`src/hw/rtl/lmc_queue.sv`:
```
// small register fifo with count and head read
module lmc_queue #(
  parameter int WIDTH = 8,
  parameter int DEPTH = 4
) (
  input  logic                       clk,
  input  logic                       rst_n,
  input  logic                       push,
  input  logic [WIDTH-1:0]           wdata,
  input  logic                       pop,
  output logic [WIDTH-1:0]           rdata,
  output logic                       valid,
  output logic                       full,
  output logic [$clog2(DEPTH+1)-1:0] count
);
  localparam int PW = (DEPTH > 1) ? $clog2(DEPTH) : 1;
  localparam int NW = $clog2(DEPTH + 1);

  logic [WIDTH-1:0] slot_r [DEPTH];
  logic [PW-1:0]    wr_ptr_r, rd_ptr_r;
  logic [NW-1:0]    count_r;

  function automatic logic [PW-1:0] bump(input logic [PW-1:0] p);
    bump = (32'(p) == DEPTH - 1) ? '0 : p + PW'(1);
  endfunction

  assign valid = (count_r != '0);
  assign full  = (32'(count_r) == DEPTH);
  assign count = count_r;
  assign rdata = slot_r[rd_ptr_r];

  always_ff @(posedge clk) begin
    if (!rst_n) begin
      wr_ptr_r <= '0;
      rd_ptr_r <= '0;
      count_r  <= '0;
    end else begin
      if (push) wr_ptr_r <= bump(wr_ptr_r);
      if (pop) rd_ptr_r <= bump(rd_ptr_r);
      if (push && !pop) count_r <= count_r + NW'(1);
      else if (pop && !push) count_r <= count_r - NW'(1);
    end
  end

  always_ff @(posedge clk) begin
    if (push) slot_r[wr_ptr_r] <= wdata;
  end

endmodule

```
`config.mk`:
```
export PLATFORM = sky130hd
export DESIGN_NAME = lmc_queue
export DESIGN_NICKNAME = d
export VERILOG_FILES = /design/src/hw/rtl/lmc_queue.sv
export SDC_FILE = /design/constraint.sdc
export NUM_CORES = 1
export LEC_CHECK = 0
export BUFFER_PORTS_ARGS = -buffer_cell sky130_fd_sc_hd__buf_2
export CORE_MARGIN = 5
export CORE_UTILIZATION = 40
export CTS_BUF_LIST = sky130_fd_sc_hd__clkbuf_4
export CTS_CLUSTER_DIAMETER = 60
export CTS_CLUSTER_SIZE = 20
export DETAILED_ROUTE_END_ITERATION = 10
export PLACE_DENSITY = 0.71
export SLEW_MARGIN = 20
export SYNTH_ARGS = -nofsm -noshare
export SYNTH_HDL_FRONTEND = slang
export SYNTH_SLANG_ARGS = --single-unit
```
`constraint.sdc`:
```
create_clock -name clk -period 1.9 [get_ports clk]
set_input_delay 0.095 -clock clk [delete_from_list [all_inputs] [get_ports clk]]
set_output_delay 0.095 -clock clk [all_outputs]
set_load 0.02 [all_outputs]
```
-- Yosys cells after proc, flatten, opt, wreduce, memory -nomap -nowiden
Memory sizes are Yosys's and may differ from the RTL's. A register that Yosys moved wholly into a read port is not among the register bits.
Cells that the tools add are included.
- input bits: 12
- output and inout bits: 13
- memories kept: 1
- flip-flop bits (word level): 7
- word-level logic and storage cells: 25
- bits in writable memories: 32
- memory list (name ; depth ; bits a word ; read ports ; clocked after memory_dff ; write ports ; line ; text):
    slot_r ; 4 ; 8 ; 1 ; 1 ; 1 ; 19 ; logic [WIDTH-1:0] slot_r [DEPTH];
- equal/unequal tests: 3
- add/sub/neg operators: 4
- multiplexer cells: 8
- reductions and logical operators: 6
- operator list (operator ; count):
    2-to-1 mux 2 bit ; 4
    2-to-1 mux 3 bit ; 2
    adder 2 x 1 -> 2 bit, second input constant ; 2
    == test 2 bit, second input constant ; 2
    adder 3 x 1 -> 3 bit, second input constant ; 1
    == test 3 bit, second input constant ; 1
    nonzero test 3 bit ; 1
    subtractor 3 x 1 -> 3 bit, second input constant ; 1
    logical AND 1 bit ; 2
    zero test 1 bit ; 2
    2-to-1 mux 1 bit ; 2
    nonzero test 2 bit ; 1

-- Logic depth before layout (Yosys ltp)
- depth in word-level cells: 4
- mapped depth: 7
- mapped depth without buffers: 7

-- Least setup slack after synthesis
Ideal clock, no wire load.
- kind: register -> register
- from: reg count_r[0] (netlist: count[0])
- to: reg count_r[2] (netlist: count[2])
- data required time: 1.830 ns
- clock period less this slack: 1.486 ns
- setup slack: 0.414 ns
- arrival time: 1.416 ns
- buffers on the path: 0
- stages on the path, launching flop included: 5
- cells stage by stage: dfxtp_1 -> fa_1 -> xor2_1 -> or3_1 -> a21boi_1
- word-level cells in the longest chain between the ends: 3
- elaborated cells between the ends (all ways): 4
- classes of those cells: add/sub (2); mux (2)
- ends and longest elaborated chain (element ; line ; text):
    start, declared ; 21 ; logic [NW-1:0] count_r;
    start signal, assigned ; 40 ; if (push && !pop) count_r <= count_r + NW'(1);
    start signal, assigned ; 41 ; else if (pop && !push) count_r <= count_r - NW'(1);
    subtractor 3 x 1 -> 3 bit ; 41 ;
    2-to-1 mux 3 bit ; 41 ;
    2-to-1 mux 3 bit * ; 40 ;
Every way passes the cells marked *; elsewhere a longest branch is shown, timed or not. The select of a mux whose other input is x is not followed.
A chain may end at the register's enable or synchronous reset.

==> reports/qor.yml <==
r2r_slack_ns: 0.40
avgRoutedWirePerCell_um: 14.5
crit_chain: "buf_4, mux4_2, buf_2"
ys_warn_count: 0
start_util_pct: 40.7
worstPathRequired_ns: 1.80
avgSynthCellArea_sq_um: 18.8
die_h_um: 73.6
synth_ff_type: "edfxtp_1"
clockRootBuffer: "clkbuf_4"
clk_pin_slew_worst_paths_ns: 0.10
ys_types: 20
die_x_um: 73.6
dr.pass1.iters: 4
async_reset_ff_share_pct: 0
crit_path_start_kind: "flop"
critical_path_class: "reg2out"
outcome: "finished, final reports clean"
hold_start: "rst_n"
synth-seq-cells: 41
cts.repair.resized: 0
cpMaxStageDelayCell: "mux4_2"
synth_area_leaders: "edfxtp_1, dfxtp_1, mux4_2, ha_1, mux2i_1"
hold_depth: 2
rsz0062_at_grt: "false"
crit_fanout: 8
vias: 851
final.setup_skew_ns: 0.00482
layout-area-overhead-vs-synth_pct: 19.2
gp_congestion: 0.697
drv_slew: 0
clk-insertion-delay-late_ns: 0.33
cts_buffer_depth: 2
ant_nets: 0
coreArea_sq_mm: 0.00397
ys_seq_area_share_pct: 70.6
n_antenna_cell: 0
drive_gt1_share_pct: 32.0
grt_max_degree: 13
critPathCaptureType: "output port"
drv_cap: 0
final.min_clock_period_ns: 1.66
drt_iter0_markers: 51
peakVddDrop_v: 0.000488
grt_pass1_wl_mm: 4.11
tightest_slew_ns: 0.423
synth_cells: 86
dp_hpwl_mm: 1.84
p_leak_uw: 0.000722
grt_overflow_total: 0
finalNetCount: 143
routed_via_density: 4.86
synth_top_area_share_pct: 59.4
grt_pass1_vias: 864
synth_edf_count: 32
fin_tns_setup_ns: 0
min_path_type: "in2reg"
syn-num-nets: 105
remaining_drc_errors: 0
synth_top_area_cell: "edfxtp_1"
globalRouteTotalUtil_pct: 10.5
wl_mm: 2.54
postCtsSetupRepairBufs: 0
min_to: "count[0]$_SDFFE_PN0P_"
num_rows: 23
slew_headroom_pct: 71.8
io_pins: 25
r2r-start: "count[0]$_SDFFE_PN0P_"
synth_area_sq_mm: 0.00162
cpPeakStageDelay_ns: 0.52
power_density_mw_per_mm2: 904
min_period_over_period_pct: 87.1
cts_tree: "built"
cts_buffers: 5
reg2reg_depth: 4
setup_viol_count_final: 0
cts_sinks: 41
fmax_mhz: 604
critPathArrivalTime_ns: 1.56
fin_hold_ws_ns: 0.0504
portBuffers: 24
die_area_sq_mm: 0.00541
antenna_found_initial: 0
hold_viol_final: 0
htreeDepth: 2
r2r-end: "count[2]$_SDFFE_PN0P_"
==> worst max path at each step <==
| stage | endpoint | slack, ns | cells after the start |
|---|---|---|---|
| after floorplan | count[2]$_SDFFE_PN0P_ | 0.41 | 4 |
| final | rdata[3] | 0.24 | 3 |
| after detailed placement | count[2]$_SDFFE_PN0P_ | 0.33 | 8 |
| after CTS | rdata[3] | 0.22 | 3 |
| after global routing | rdata[3] | 0.16 | 3 |
| after global placement | count[2]$_SDFFE_PN0P_ | 0.39 | 8 |
==> logic make-up after synthesis <==
| family | share of synthesized area [%] |
|---|---|
| flip-flops | 70.6 |
| AND/OR/NAND/NOR | 5.65 |
| multiplexers | 13.6 |
| adder cells (fa/ha/maj) | 5.88 |
| buffers and inverters | 1.93 |
| AO/OA/AOI/OAI | 1.24 |
| XOR/XNOR | 1.08 |
==> cell usage in the layout, fill, tap and decap left out <==
cell type / n
nor2_1: 1
buf_2: 24
buf_4: 1
nor2b_1: 5
nor3b_1: 1
or3_1: 2
mux4_2: 8
a21boi_1: 1
dlygate4sd3_1: 8
and2_1: 5
o21a_1: 1
ha_1: 6
clkbuf_4: 7
fa_1: 1
xor2_1: 1
edfxtp_1: 32
clkinv_1: 1
o21ai_0: 1
inv_1: 4
dfxtp_1: 9
xnor2_1: 1
mux2i_1: 4
nor3_1: 1
==> flip-flops by register name (all words and copies together) (netlist names), named ones only <==
name	flops
wr_ptr_r	2
rd_ptr_r	2
count	3
slot_r	32
==> routing by layer <==
layer,global-route usage [%],wire length (um)
met1,11.7,990
met2,17.7,1290
met3,3.56,203
met4,5.23,53
met5,0,0
==> power by group <==
part | leakage [uW] | switching, uW | total (uW) | internal [uW]
Sequential | 0.000368 | 33.6 | 1050 | 1020
Combinational | 0.000320 | 149 | 275 | 125
Clock | 0.0000338 | 243 | 414 | 171
Total | 0.000722 | 426 | 1740 | 1320
==> layout make-up <==
cell class / count / area (sq um)
inverters: 4 / 15.0
multi-input cells: 39 / 444
flip-flops and latches: 41 / 1140
repair buffers: 33 / 208
clock buffers: 7 / 52.6
clock inverters: 1 / 3.75
well taps: 50 / 62.6
fillers: 349 / 2040
==> cells in the mapped netlist (2+ instances only) <==
cell,instances
or3_1,2
dfxtp_1,9
and2_1,5
inv_1,4
mux2i_1,4
nor2b_1,5
mux4_2,8
ha_1,6
edfxtp_1,32
==> worst max-delay path: cells and delay by family (launching register included) <==
kind     cells  cell delay, ns
buf+inv      2            0.39
flops        1            0.32
mux          1            0.52
==> metrics by stage <==
step / setup slack [ns] / util, % / cells / power, uW / instance area [sq um]
6_report: 0.245 / 48.5 / 175 / 1740 / 1930
5_1_grt: 0.159 / 48.5 / 175 / 1840 / 1930
4_1_cts: 0.219 / 48.5 / 175 / 1770 / 1930
3_5_place_dp: 0.329 / 45.1 / 159 / 1340 / 1790
3_3_place_gp: 0.388 / 45.1 / 159 / 1330 / 1790
2_1_floorplan: 0.414 / - / 86 / 1250 / 1620
==> timing repair <==
item | CTS | global route
hold buffers | 8 | 0
setup endpoints to repair | 0 | 0
hold endpoints to repair | 32 | 0
Power figures use the tool's default switching activity.
