==> src/hw/rtl/lmc_pkg.sv <==
// shared types and constants for the 3x3 local minimum counter
package lmc_pkg;

  localparam int CFG_BITS     = 9;
  localparam int COUNT_BITS   = 16;
  localparam int RES_DEPTH    = 4;
  localparam int RES_CNT_BITS = $clog2(RES_DEPTH + 1);

  // where a sample sits in the frame, worked out when it is accepted
  typedef struct packed {
    logic r_ge1;
    logic r_ge2;
    logic c_ge1;
    logic c_ge2;
    logic last_col;
    logic last_row;
  } pos_flags_t;

endpackage

==> src/hw/rtl/lmc_front.sv <==
// frame position tracking and classification of accepted samples
module lmc_front #(
  parameter int MAX_SIDE = 256
) (
  input  logic                          clk,
  input  logic                          rst_n,
  input  logic                          cfg_we,
  input  logic [lmc_pkg::CFG_BITS-1:0]  cfg_wdata,
  input  logic                          beat,
  output logic [((MAX_SIDE > 1) ? $clog2(MAX_SIDE) : 1)-1:0] col,
  output lmc_pkg::pos_flags_t           flags
);
  import lmc_pkg::*;

  localparam int CW = (MAX_SIDE > 1) ? $clog2(MAX_SIDE) : 1;
  localparam int RESET_SIDE = (MAX_SIDE < 8) ? MAX_SIDE : 8;

  logic [CW-1:0] side_m1_r, side_m1_nxt;
  logic [CW-1:0] col_r, row_r;
  logic [31:0]   wval;

  // zero acts as one, anything past the buffer depth saturates
  always_comb begin
    wval = 32'(cfg_wdata);
    if (wval == 32'd0) side_m1_nxt = '0;
    else if (wval > 32'(MAX_SIDE)) side_m1_nxt = CW'(MAX_SIDE - 1);
    else side_m1_nxt = CW'(wval - 32'd1);
  end

  always_comb begin
    flags.r_ge1    = (row_r != '0);
    flags.r_ge2    = (row_r > CW'(1));
    flags.c_ge1    = (col_r != '0);
    flags.c_ge2    = (col_r > CW'(1));
    flags.last_col = (col_r == side_m1_r);
    flags.last_row = (row_r == side_m1_r);
  end

  assign col = col_r;

  always_ff @(posedge clk) begin
    if (!rst_n) begin
      side_m1_r <= CW'(RESET_SIDE - 1);
      col_r     <= '0;
      row_r     <= '0;
    end else if (cfg_we) begin
      side_m1_r <= side_m1_nxt;
      col_r     <= '0;
      row_r     <= '0;
    end else if (beat) begin
      if (flags.last_col) begin
        col_r <= '0;
        row_r <= flags.last_row ? '0 : row_r + CW'(1);
      end else begin
        col_r <= col_r + CW'(1);
      end
    end
  end

endmodule

==> config.mk <==
export PLATFORM = sky130hd
export DESIGN_NAME = lmc_front
export DESIGN_NICKNAME = d
export VERILOG_FILES = /design/src/hw/rtl/lmc_pkg.sv /design/src/hw/rtl/lmc_front.sv
export SDC_FILE = /design/constraint.sdc
export NUM_CORES = 1
export LEC_CHECK = 0
export BUFFER_PORTS_ARGS = -buffer_cell sky130_fd_sc_hd__buf_2
export CORE_MARGIN = 3
export CORE_UTILIZATION = 35
export DETAILED_ROUTE_END_ITERATION = 10
export PLACE_DENSITY = 0.53
export RECOVER_POWER = 50
export SYNTH_ARGS = -nofsm -noshare
export SYNTH_HDL_FRONTEND = slang
export SYNTH_SLANG_ARGS = --single-unit
==> constraint.sdc <==
create_clock -name clk -period 2.25 [get_ports clk]
set_input_delay 0.1125 -clock clk [delete_from_list [all_inputs] [get_ports clk]]
set_output_delay 0.1125 -clock clk [all_outputs]
set_load 0.02 [all_outputs]
# --- Word-level counts from Yosys, hierarchy flattened ---
# Cells that the tools add are included.
word_totals:
  rom_bits: 0
  ramBits: 0
  n_memories: 0
  regBits: 24
  inputBits: 13
  latchBits: 0
classes:
  n_mul: 0
  bitwise_logic: 1
  n_div: 0
  n_lt_le_gt_ge: 3
  n_addsub: 3
  shifts: 0
  n_eq_ne: 2
  n_mux: 4
  reduce_logical: 5
ops:
  columns: ["cell", "n"]
  rows:
  - ["2-to-1 mux 8 bit", 4]
  - ["adder 8 x 1 -> 8 bit (second input constant)", 2]
  - ["== test 8 bit", 2]
  - ["> comparator 8 x 1 -> 1 bit (second input constant)", 2]
  - ["nonzero test 8 bit", 2]
  - ["> comparator 9 bit (second input constant)", 1]
  - ["zero test 9 bit", 1]
  - ["subtractor 8 x 1 -> 8 bit (second input constant)", 1]
  - ["AND reduction 2 bit", 1]
  - ["OR reduction 2 bit", 1]
  - ["inverter 1 bit", 1]

# --- Depth between registers and ports, before layout ---
# Gate-level depths: netlist (run 1).
depth:
  ltp_word: 3
  mapped_depth: 7
  depth_no_buf: 7

# --- Worst setup path after synthesis (run 1) ---
# Ideal clock, no wire load.
synth_timing:
  path_type: "input -> register"
  start: "input cfg_wdata[3] in the netlist's numbering"
  end: "register side_m1_r[0]"
  setup_ns: 0.115
  cell_stages: 5
  slack_ns: 0.469
  required_time_ns: 2.135
  path_buffers: 0
  t_arrival_ns: 1.665
  cell_sequence: "or4_4 > or4b_4 > maj3_2 > mux2i_1 > nand2_1"
synth_via:
  elab_chain_len: 3
  elab_cells_between_ends: 4
  cone_classes: "order compare: 1; mux: 2; reduce/logical: 1"
synth_rtl:
  columns: ["item", "line", "text"]
  rows:
  - ["start: declaration", "lmc_front.sv:8", "input logic [lmc_pkg::CFG_BITS-1:0] cfg_wdata,"]
  - ["> comparator 9 bit", "lmc_front.sv:26", "else if (wval > 32'(MAX_SIDE)) side_m1_nxt = CW'(MAX_SIDE - 1);"]
  - ["2-to-1 mux 8 bit", "lmc_front.sv:26", null]
  - ["2-to-1 mux 8 bit (*)", "lmc_front.sv:25", "if (wval == 32'd0) side_m1_nxt = '0;"]
  - ["end signal: assignment", "lmc_front.sv:43", "side_m1_r <= CW'(RESET_SIDE - 1);"]
  - ["end signal: assignment", "lmc_front.sv:47", "side_m1_r <= side_m1_nxt;"]
  - ["end: declaration", "lmc_front.sv:18", "logic [CW-1:0] side_m1_r, side_m1_nxt;"]
# Mark *: on every way between the ends. The rest lies on a longest branch, timed or not.
# A chain may end at the register's enable or synchronous reset.

# --- Worst setup path after layout (run 1) ---
layout_timing:
  start: "input cfg_wdata[3] in the netlist's numbering"
  end: "register side_m1_r[1]"
# The elaborated chain is that of the path after synthesis.

==> impl_metrics.env, run 1 <==
export IMPL_synth_nets=217
export IMPL_switching_power_uw=209
export IMPL_io_buffers=26
export IMPL_cap_violations=0
export IMPL_yosysTopAreaCell="dfxtp_1"
export IMPL_num_vias=1357
export IMPL_synth_adder_area_share_pct=11.7
export IMPL_synth_simple_area_share_pct=24.7
export IMPL_drt_wl_total_um=3290
export IMPL_die_h_um=73.4
export IMPL_synth_top_area_share_pct=30.2
export IMPL_timing_rr_start="col[2]"
export IMPL_postPlaceCellArea_um2=1780
export IMPL_rsz0062_at_grt="no"
export IMPL_cp_end_kind="flip-flop"
export IMPL_yosys_warnings=0
export IMPL_grt_usage_pct=13.1
export IMPL_synth_edff_count=0
export IMPL_grt_pass1_vias=1255
export IMPL_grt_pass1_wl_um=5660
export IMPL_dp_hpwl_um=2560
export IMPL_wire_per_inst_um=12.2
export IMPL_relSlewSlack_pct=46.1
export IMPL_cts_max_level=1
export IMPL_ys_top_cells_by_count="dfxtp_1, nand2_1, xnor2_1"
export IMPL_async_reset_ff_share_pct=0
export IMPL_leakagePower_uw=0.000685
export IMPL_hold_viol=0
export IMPL_drive_gt1_share_pct=12.3
export IMPL_layoutNonFillerInstCount=270
export IMPL_cp_arrival_ns=2.04
export IMPL_multi_input_area_um2=1030
export IMPL_period_needed_ns=1.87
export IMPL_area_delta_synth_final_pct=14.6
export IMPL_cp_startpoint="cfg_wdata[3]"
export IMPL_r2r_cells=6
export IMPL_antenna_found_initial=0
export IMPL_start_util_pct=37.8
export IMPL_clock_power_share_pct=40.2
export IMPL_fin_crit_sh_pct=83.3
export IMPL_p_seq_share_pct=48.4
export IMPL_cts_tree="yes"
export IMPL_regArea_um2=480
export IMPL_fin_tns_setup_ns=0
export IMPL_cts_sinks=24
export IMPL_num_rows=23
export IMPL_fmax_mhz=534
export IMPL_grt_max_degree=18
export IMPL_cts_buffers=3
export IMPL_avgViaCountPerCell=5.03
export IMPL_pwr_share_comb_pct=11.4
export IMPL_ff2ff_setup_slack_ns=0.51
export IMPL_path_class="input pin to flip-flop"
export IMPL_drt_first_pass_iters=4
export IMPL_design_area_um2=1820
export IMPL_cts_path_max_buffers=2
export IMPL_hold_end="side_m1_r[0]"
export IMPL_skew_ns=0.00159
export IMPL_p_int_uw=720
export IMPL_root_buffer="clkbuf_8"
export IMPL_min_path_type="input pin to flip-flop"
export IMPL_status="complete, no violations"
export IMPL_clock_latency_ns=0.26
export IMPL_pin_count=27
export IMPL_nFillCells=441
export IMPL_hold_depth=2
export IMPL_p_per_area_nw_per_um2=510
export IMPL_die_area_um2=5390
export IMPL_ctsResizeCount=0
export IMPL_drc=0
export IMPL_dp_cells=266
export IMPL_worstSetupStartpointType="input pin"
export IMPL_gp_congestion=0.777
export IMPL_synthMuxAreaShare_pct=1.26
export IMPL_cts_clk_slew_worst_paths_ns=0.08
export IMPL_core_um2=4200
export IMPL_setup_violations=0
export IMPL_worst_pin_slew_ns=0.798
export IMPL_grt_overflow_total=0
export IMPL_cts_hold_fix_buffers=0
export IMPL_ys_seq_elements=24
export IMPL_postCtsSetupRepairBufs=0
export IMPL_ys_seq_area_share_pct=30.2
export IMPL_report_final_slew_viol_count=0
export IMPL_netSwitchingFraction_pct=22.5
export IMPL_yosysUniqueCellTypes=32
export IMPL_peakVddDrop_mv=0.208
export IMPL_syn_avg_cell_area_um2=8.20
export IMPL_synthCells=194
export IMPL_yosysMostFrequentCell="dfxtp_1"
export IMPL_die_w_um=73.4
export IMPL_crit_fanout=5
export IMPL_ant_nets=0
export IMPL_hp_start="rst_n"
export IMPL_drtIter0Drc=48
export IMPL_synth_compound_area_share_pct=12.4
export IMPL_synth_area_top_cells="dfxtp_1, xnor2_1, ha_1, xor2_1, nand2_1"
export IMPL_synth_top_family_by_area="simple AND/OR/NAND/NOR gates"
export IMPL_synth_xor_area_share_pct=15.4
export IMPL_timing_rr_end="col[5]"
export IMPL_utilization_pct=43.4
export IMPL_synth_ff_type="dfxtp_1"
export IMPL_diodes=0
export IMPL_crit_required_ns=2.41
export IMPL_synth_area_um2=1590
export IMPL_layout_nets=244
-- worst max path at each step --
stage               depth (start not counted)           end
floorplan                                   5  side_m1_r[0]
global placement                            6  side_m1_r[0]
detailed placement                          6  side_m1_r[0]
CTS                                         4      flags[2]
global route                                6  side_m1_r[1]
finish                                      6  side_m1_r[1]
-- sequential cells by signal, summed over array words and instances, names as in the netlist --
register,count
col,8
row_r,8
side_m1_r,8
-- power by group through the flow --
stage / Combinational (uW) / Sequential (uW) / Clock (uW)
floorplan: 72.6 / 458 / 0
global placement: 109 / 460 / 0
detailed placement: 109 / 460 / 0
CTS: 110 / 450 / 392
global route: 121 / 452 / 412
finish: 106 / 450 / 373
-- per-layer routing --
metal	share of wire (%)	wire length, um	global-route usage [%]	up-vias
met3	4.8	159	3.28	7
met2	42	1390	20.7	25
li1	-	-	-	719
met1	51	1670	17.8	606
met4	2.1	68	3.22	0
met5	0	0	0	-
-- layout make-up --
cell class | instances | area share [%]
clock buffers | 3 | 2.27
clock inverters | 1 | 1.65
inverters | 12 | 2.47
multi-input cells | 152 | 56.7
flip-flops and latches | 24 | 26.4
well taps | 50 | 3.43
repair buffers | 28 | 7.14
-- per-stage QoR --
step	hold slack (ns)	power, uW	setup slack (ns)
after detailed placement	0.371	569	0.284
after CTS	0.0860	952	0.392
after global placement	0.372	569	0.291
after global routing	0.0907	984	0.188
after floorplan	0.174	530	0.469
final	0.0926	929	0.376
-- layout by cell type, fill, tap and decap left out, types with 3 or more instances in the layout --
cell	n
o22ai_1	5
nand2_1	18
nand4_1	4
dfxtp_1	24
inv_1	12
xnor2_1	15
clkbuf_8	3
a21oi_1	8
o21ai_0	8
nor2_1	14
clkbuf_1	10
nor4_1	3
a21boi_0	7
nand2b_1	5
maj3_1	5
or3_1	7
xor2_1	13
buf_2	17
or2_2	3
nor3_1	7
ha_1	10
nand3_1	5
-- critical path, stage by stage --
cell	delay, ns
clkbuf_1	0.12
or4_4	0.57
nor4b_1	0.72
maj3_1	0.31
a21oi_1	0.06
nand2b_1	0.14
-- cells by family (layout without fill, tap and decap cells) --
group	after synthesis	in the layout
DFF	24	24
buffers and inverters	18	44
adders and majority gates	16	16
AOI/OAI and AO/OA	32	32
muxes	2	2
and+or+nand+nor	74	74
xor gates and xnor gates	28	28
Power figures use the tool's default switching activity.
==> inputs of run 2 (changes only) <==
clock period = 1.8 ns   (was 2.25 ns; I/O delays follow)
==> run 2 against run 1 <==
- largest power group unchanged
- combinational power rose by 36%
- register-to-register slack got worse by 0.39 ns
- final area rose by 4.8%
- routed wire length rose by 9.5%
- clock power barely moved
- worst setup slack got worse by 0.32 ns
- core utilization rose by 2.1 points
- critical path type is now flip-flop to output port
==> impl_metrics.env, run 2 (same netlist as run 1, synthesis figures left out) <==
export IMPL_status="complete, no violations"
export IMPL_ant_nets=0
export IMPL_grt_pass1_vias=1324
export IMPL_nFillCells=436
export IMPL_postPlaceCellArea_um2=1860
export IMPL_leakagePower_uw=0.000737
export IMPL_cap_violations=0
export IMPL_drc=0
export IMPL_cts_path_max_buffers=2
export IMPL_die_w_um=73.4
export IMPL_pin_count=27
export IMPL_start_util_pct=37.8
export IMPL_p_per_area_nw_per_um2=566
export IMPL_design_area_um2=1910
export IMPL_drtIter0Drc=56
export IMPL_skew_ns=0.00301
export IMPL_die_area_um2=5390
export IMPL_cp_arrival_ns=1.66
export IMPL_rsz0062_at_grt="no"
export IMPL_num_vias=1421
export IMPL_gp_congestion=0.750
export IMPL_root_buffer="clkbuf_8"
export IMPL_setup_violations=0
export IMPL_cts_clk_slew_worst_paths_ns=0.09
export IMPL_worstSetupStartpointType="flip-flop"
export IMPL_wire_per_inst_um=12.8
export IMPL_report_final_slew_viol_count=0
export IMPL_min_path_type="input pin to flip-flop"
export IMPL_path_class="flip-flop to output port"
export IMPL_peakVddDrop_mv=0.317
export IMPL_relSlewSlack_pct=74.7
export IMPL_die_h_um=73.4
export IMPL_power_uw=1080
export IMPL_cts_sinks=24
export IMPL_crit_fanout=6
export IMPL_clock_latency_ns=0.27
export IMPL_drt_first_pass_iters=4
export IMPL_grt_max_degree=18
export IMPL_crit_required_ns=1.71
export IMPL_fmax_mhz=572
export IMPL_dp_hpwl_um=2750
export IMPL_grt_usage_pct=14.4
export IMPL_core_um2=4200
export IMPL_drive_gt1_share_pct=19.0
export IMPL_final_common_cell="dfxtp_1"
export IMPL_layout_nets=255
export IMPL_hold_viol=0
export IMPL_antenna_found_initial=0
export IMPL_multi_input_area_um2=1050
export IMPL_avgViaCountPerCell=5.06
export IMPL_num_rows=23
export IMPL_io_buffers=26
export IMPL_cts_buffers=3
export IMPL_regArea_um2=484
export IMPL_period_needed_ns=1.75
export IMPL_fin_crit_sh_pct=97.0
export IMPL_grt_overflow_total=0
export IMPL_drt_wl_total_um=3600
export IMPL_worst_pin_slew_ns=0.374
export IMPL_cts_max_level=1
export IMPL_area_delta_synth_final_pct=20.1
export IMPL_cts_tree="yes"
export IMPL_grt_pass1_wl_um=6130
export IMPL_cp_end_kind="output port"
export IMPL_diodes=0
export IMPL_mostFrequentLayoutCells="dfxtp_1, buf_2, nand2_1"
[run 2: through the flow]
step / TNS, ns / util, % / hold slack, ns / cells / setup WS (ns)
3_5_place_dp: -0.0802 / 44.2 / 0.345 / 277 / -0.0802
3_3_place_gp: -0.0660 / 44.2 / 0.341 / 277 / -0.0660
4_1_cts: 0 / 45.8 / 0.0537 / 281 / 0.00309
2_1_floorplan: 0 / - / 0.152 / 194 / 0.0419
5_1_grt: 0 / 45.4 / 0.0728 / 281 / 0.00533
6_report: 0 / 45.4 / 0.0640 / 281 / 0.0531
[run 2: final cells by class]
| type | instances | share of cell area [%] |
|---|---|---|
| Inverter | 12 | 2.36 |
| Clock buffer | 4 | 2.88 |
| Multi-Input combinational cell | 152 | 55.1 |
| Sequential cell | 24 | 25.4 |
| Tap cell | 50 | 3.28 |
| Timing Repair Buffer | 39 | 11.0 |
[run 2: metal layers]
metal	up-vias	share of wire (%)	GRT usage, %
li1	743	-	-
met1	644	50	19.8
met2	29	44	22.2
met3	5	4.6	2.46
met4	0	1.7	5.63
met5	-	0	0
[run 2: worst max-delay path, cell delays in order (launching register included)]
cell,delay (ns)
dfxtp_1,0.37
or4_1,0.57
nor3_2,0.17
o21ai_0,0.10
buf_2,0.16
[run 2: timing repair]
action / in CTS / in global routing
gates resized for setup: 2 / 6
setup endpoints to repair: 2 / 9
hold buffers: 0 / 0
setup buffers: 0 / 0
[run 2: path summary, 6_finish.rpt]
| check | from | end | slack, ns | depth (start not counted) |
|---|---|---|---|---|
| setup / recovery | row_r[3] | flags[4] | 0.05 | 4 |
| hold reg to reg | row_r[1] | row_r[1] | 0.51 | 2 |
| setup reg to reg | row_r[0] | row_r[7] | 0.12 | 5 |
| hold / removal | rst_n | side_m1_r[0] | 0.06 | 2 |
[run 2: report_power, final]
part | switching (uW) | internal, uW
Clock | 180 | 196
Combinational | 78.4 | 66.0
Sequential | 16.5 | 544
Total | 275 | 806
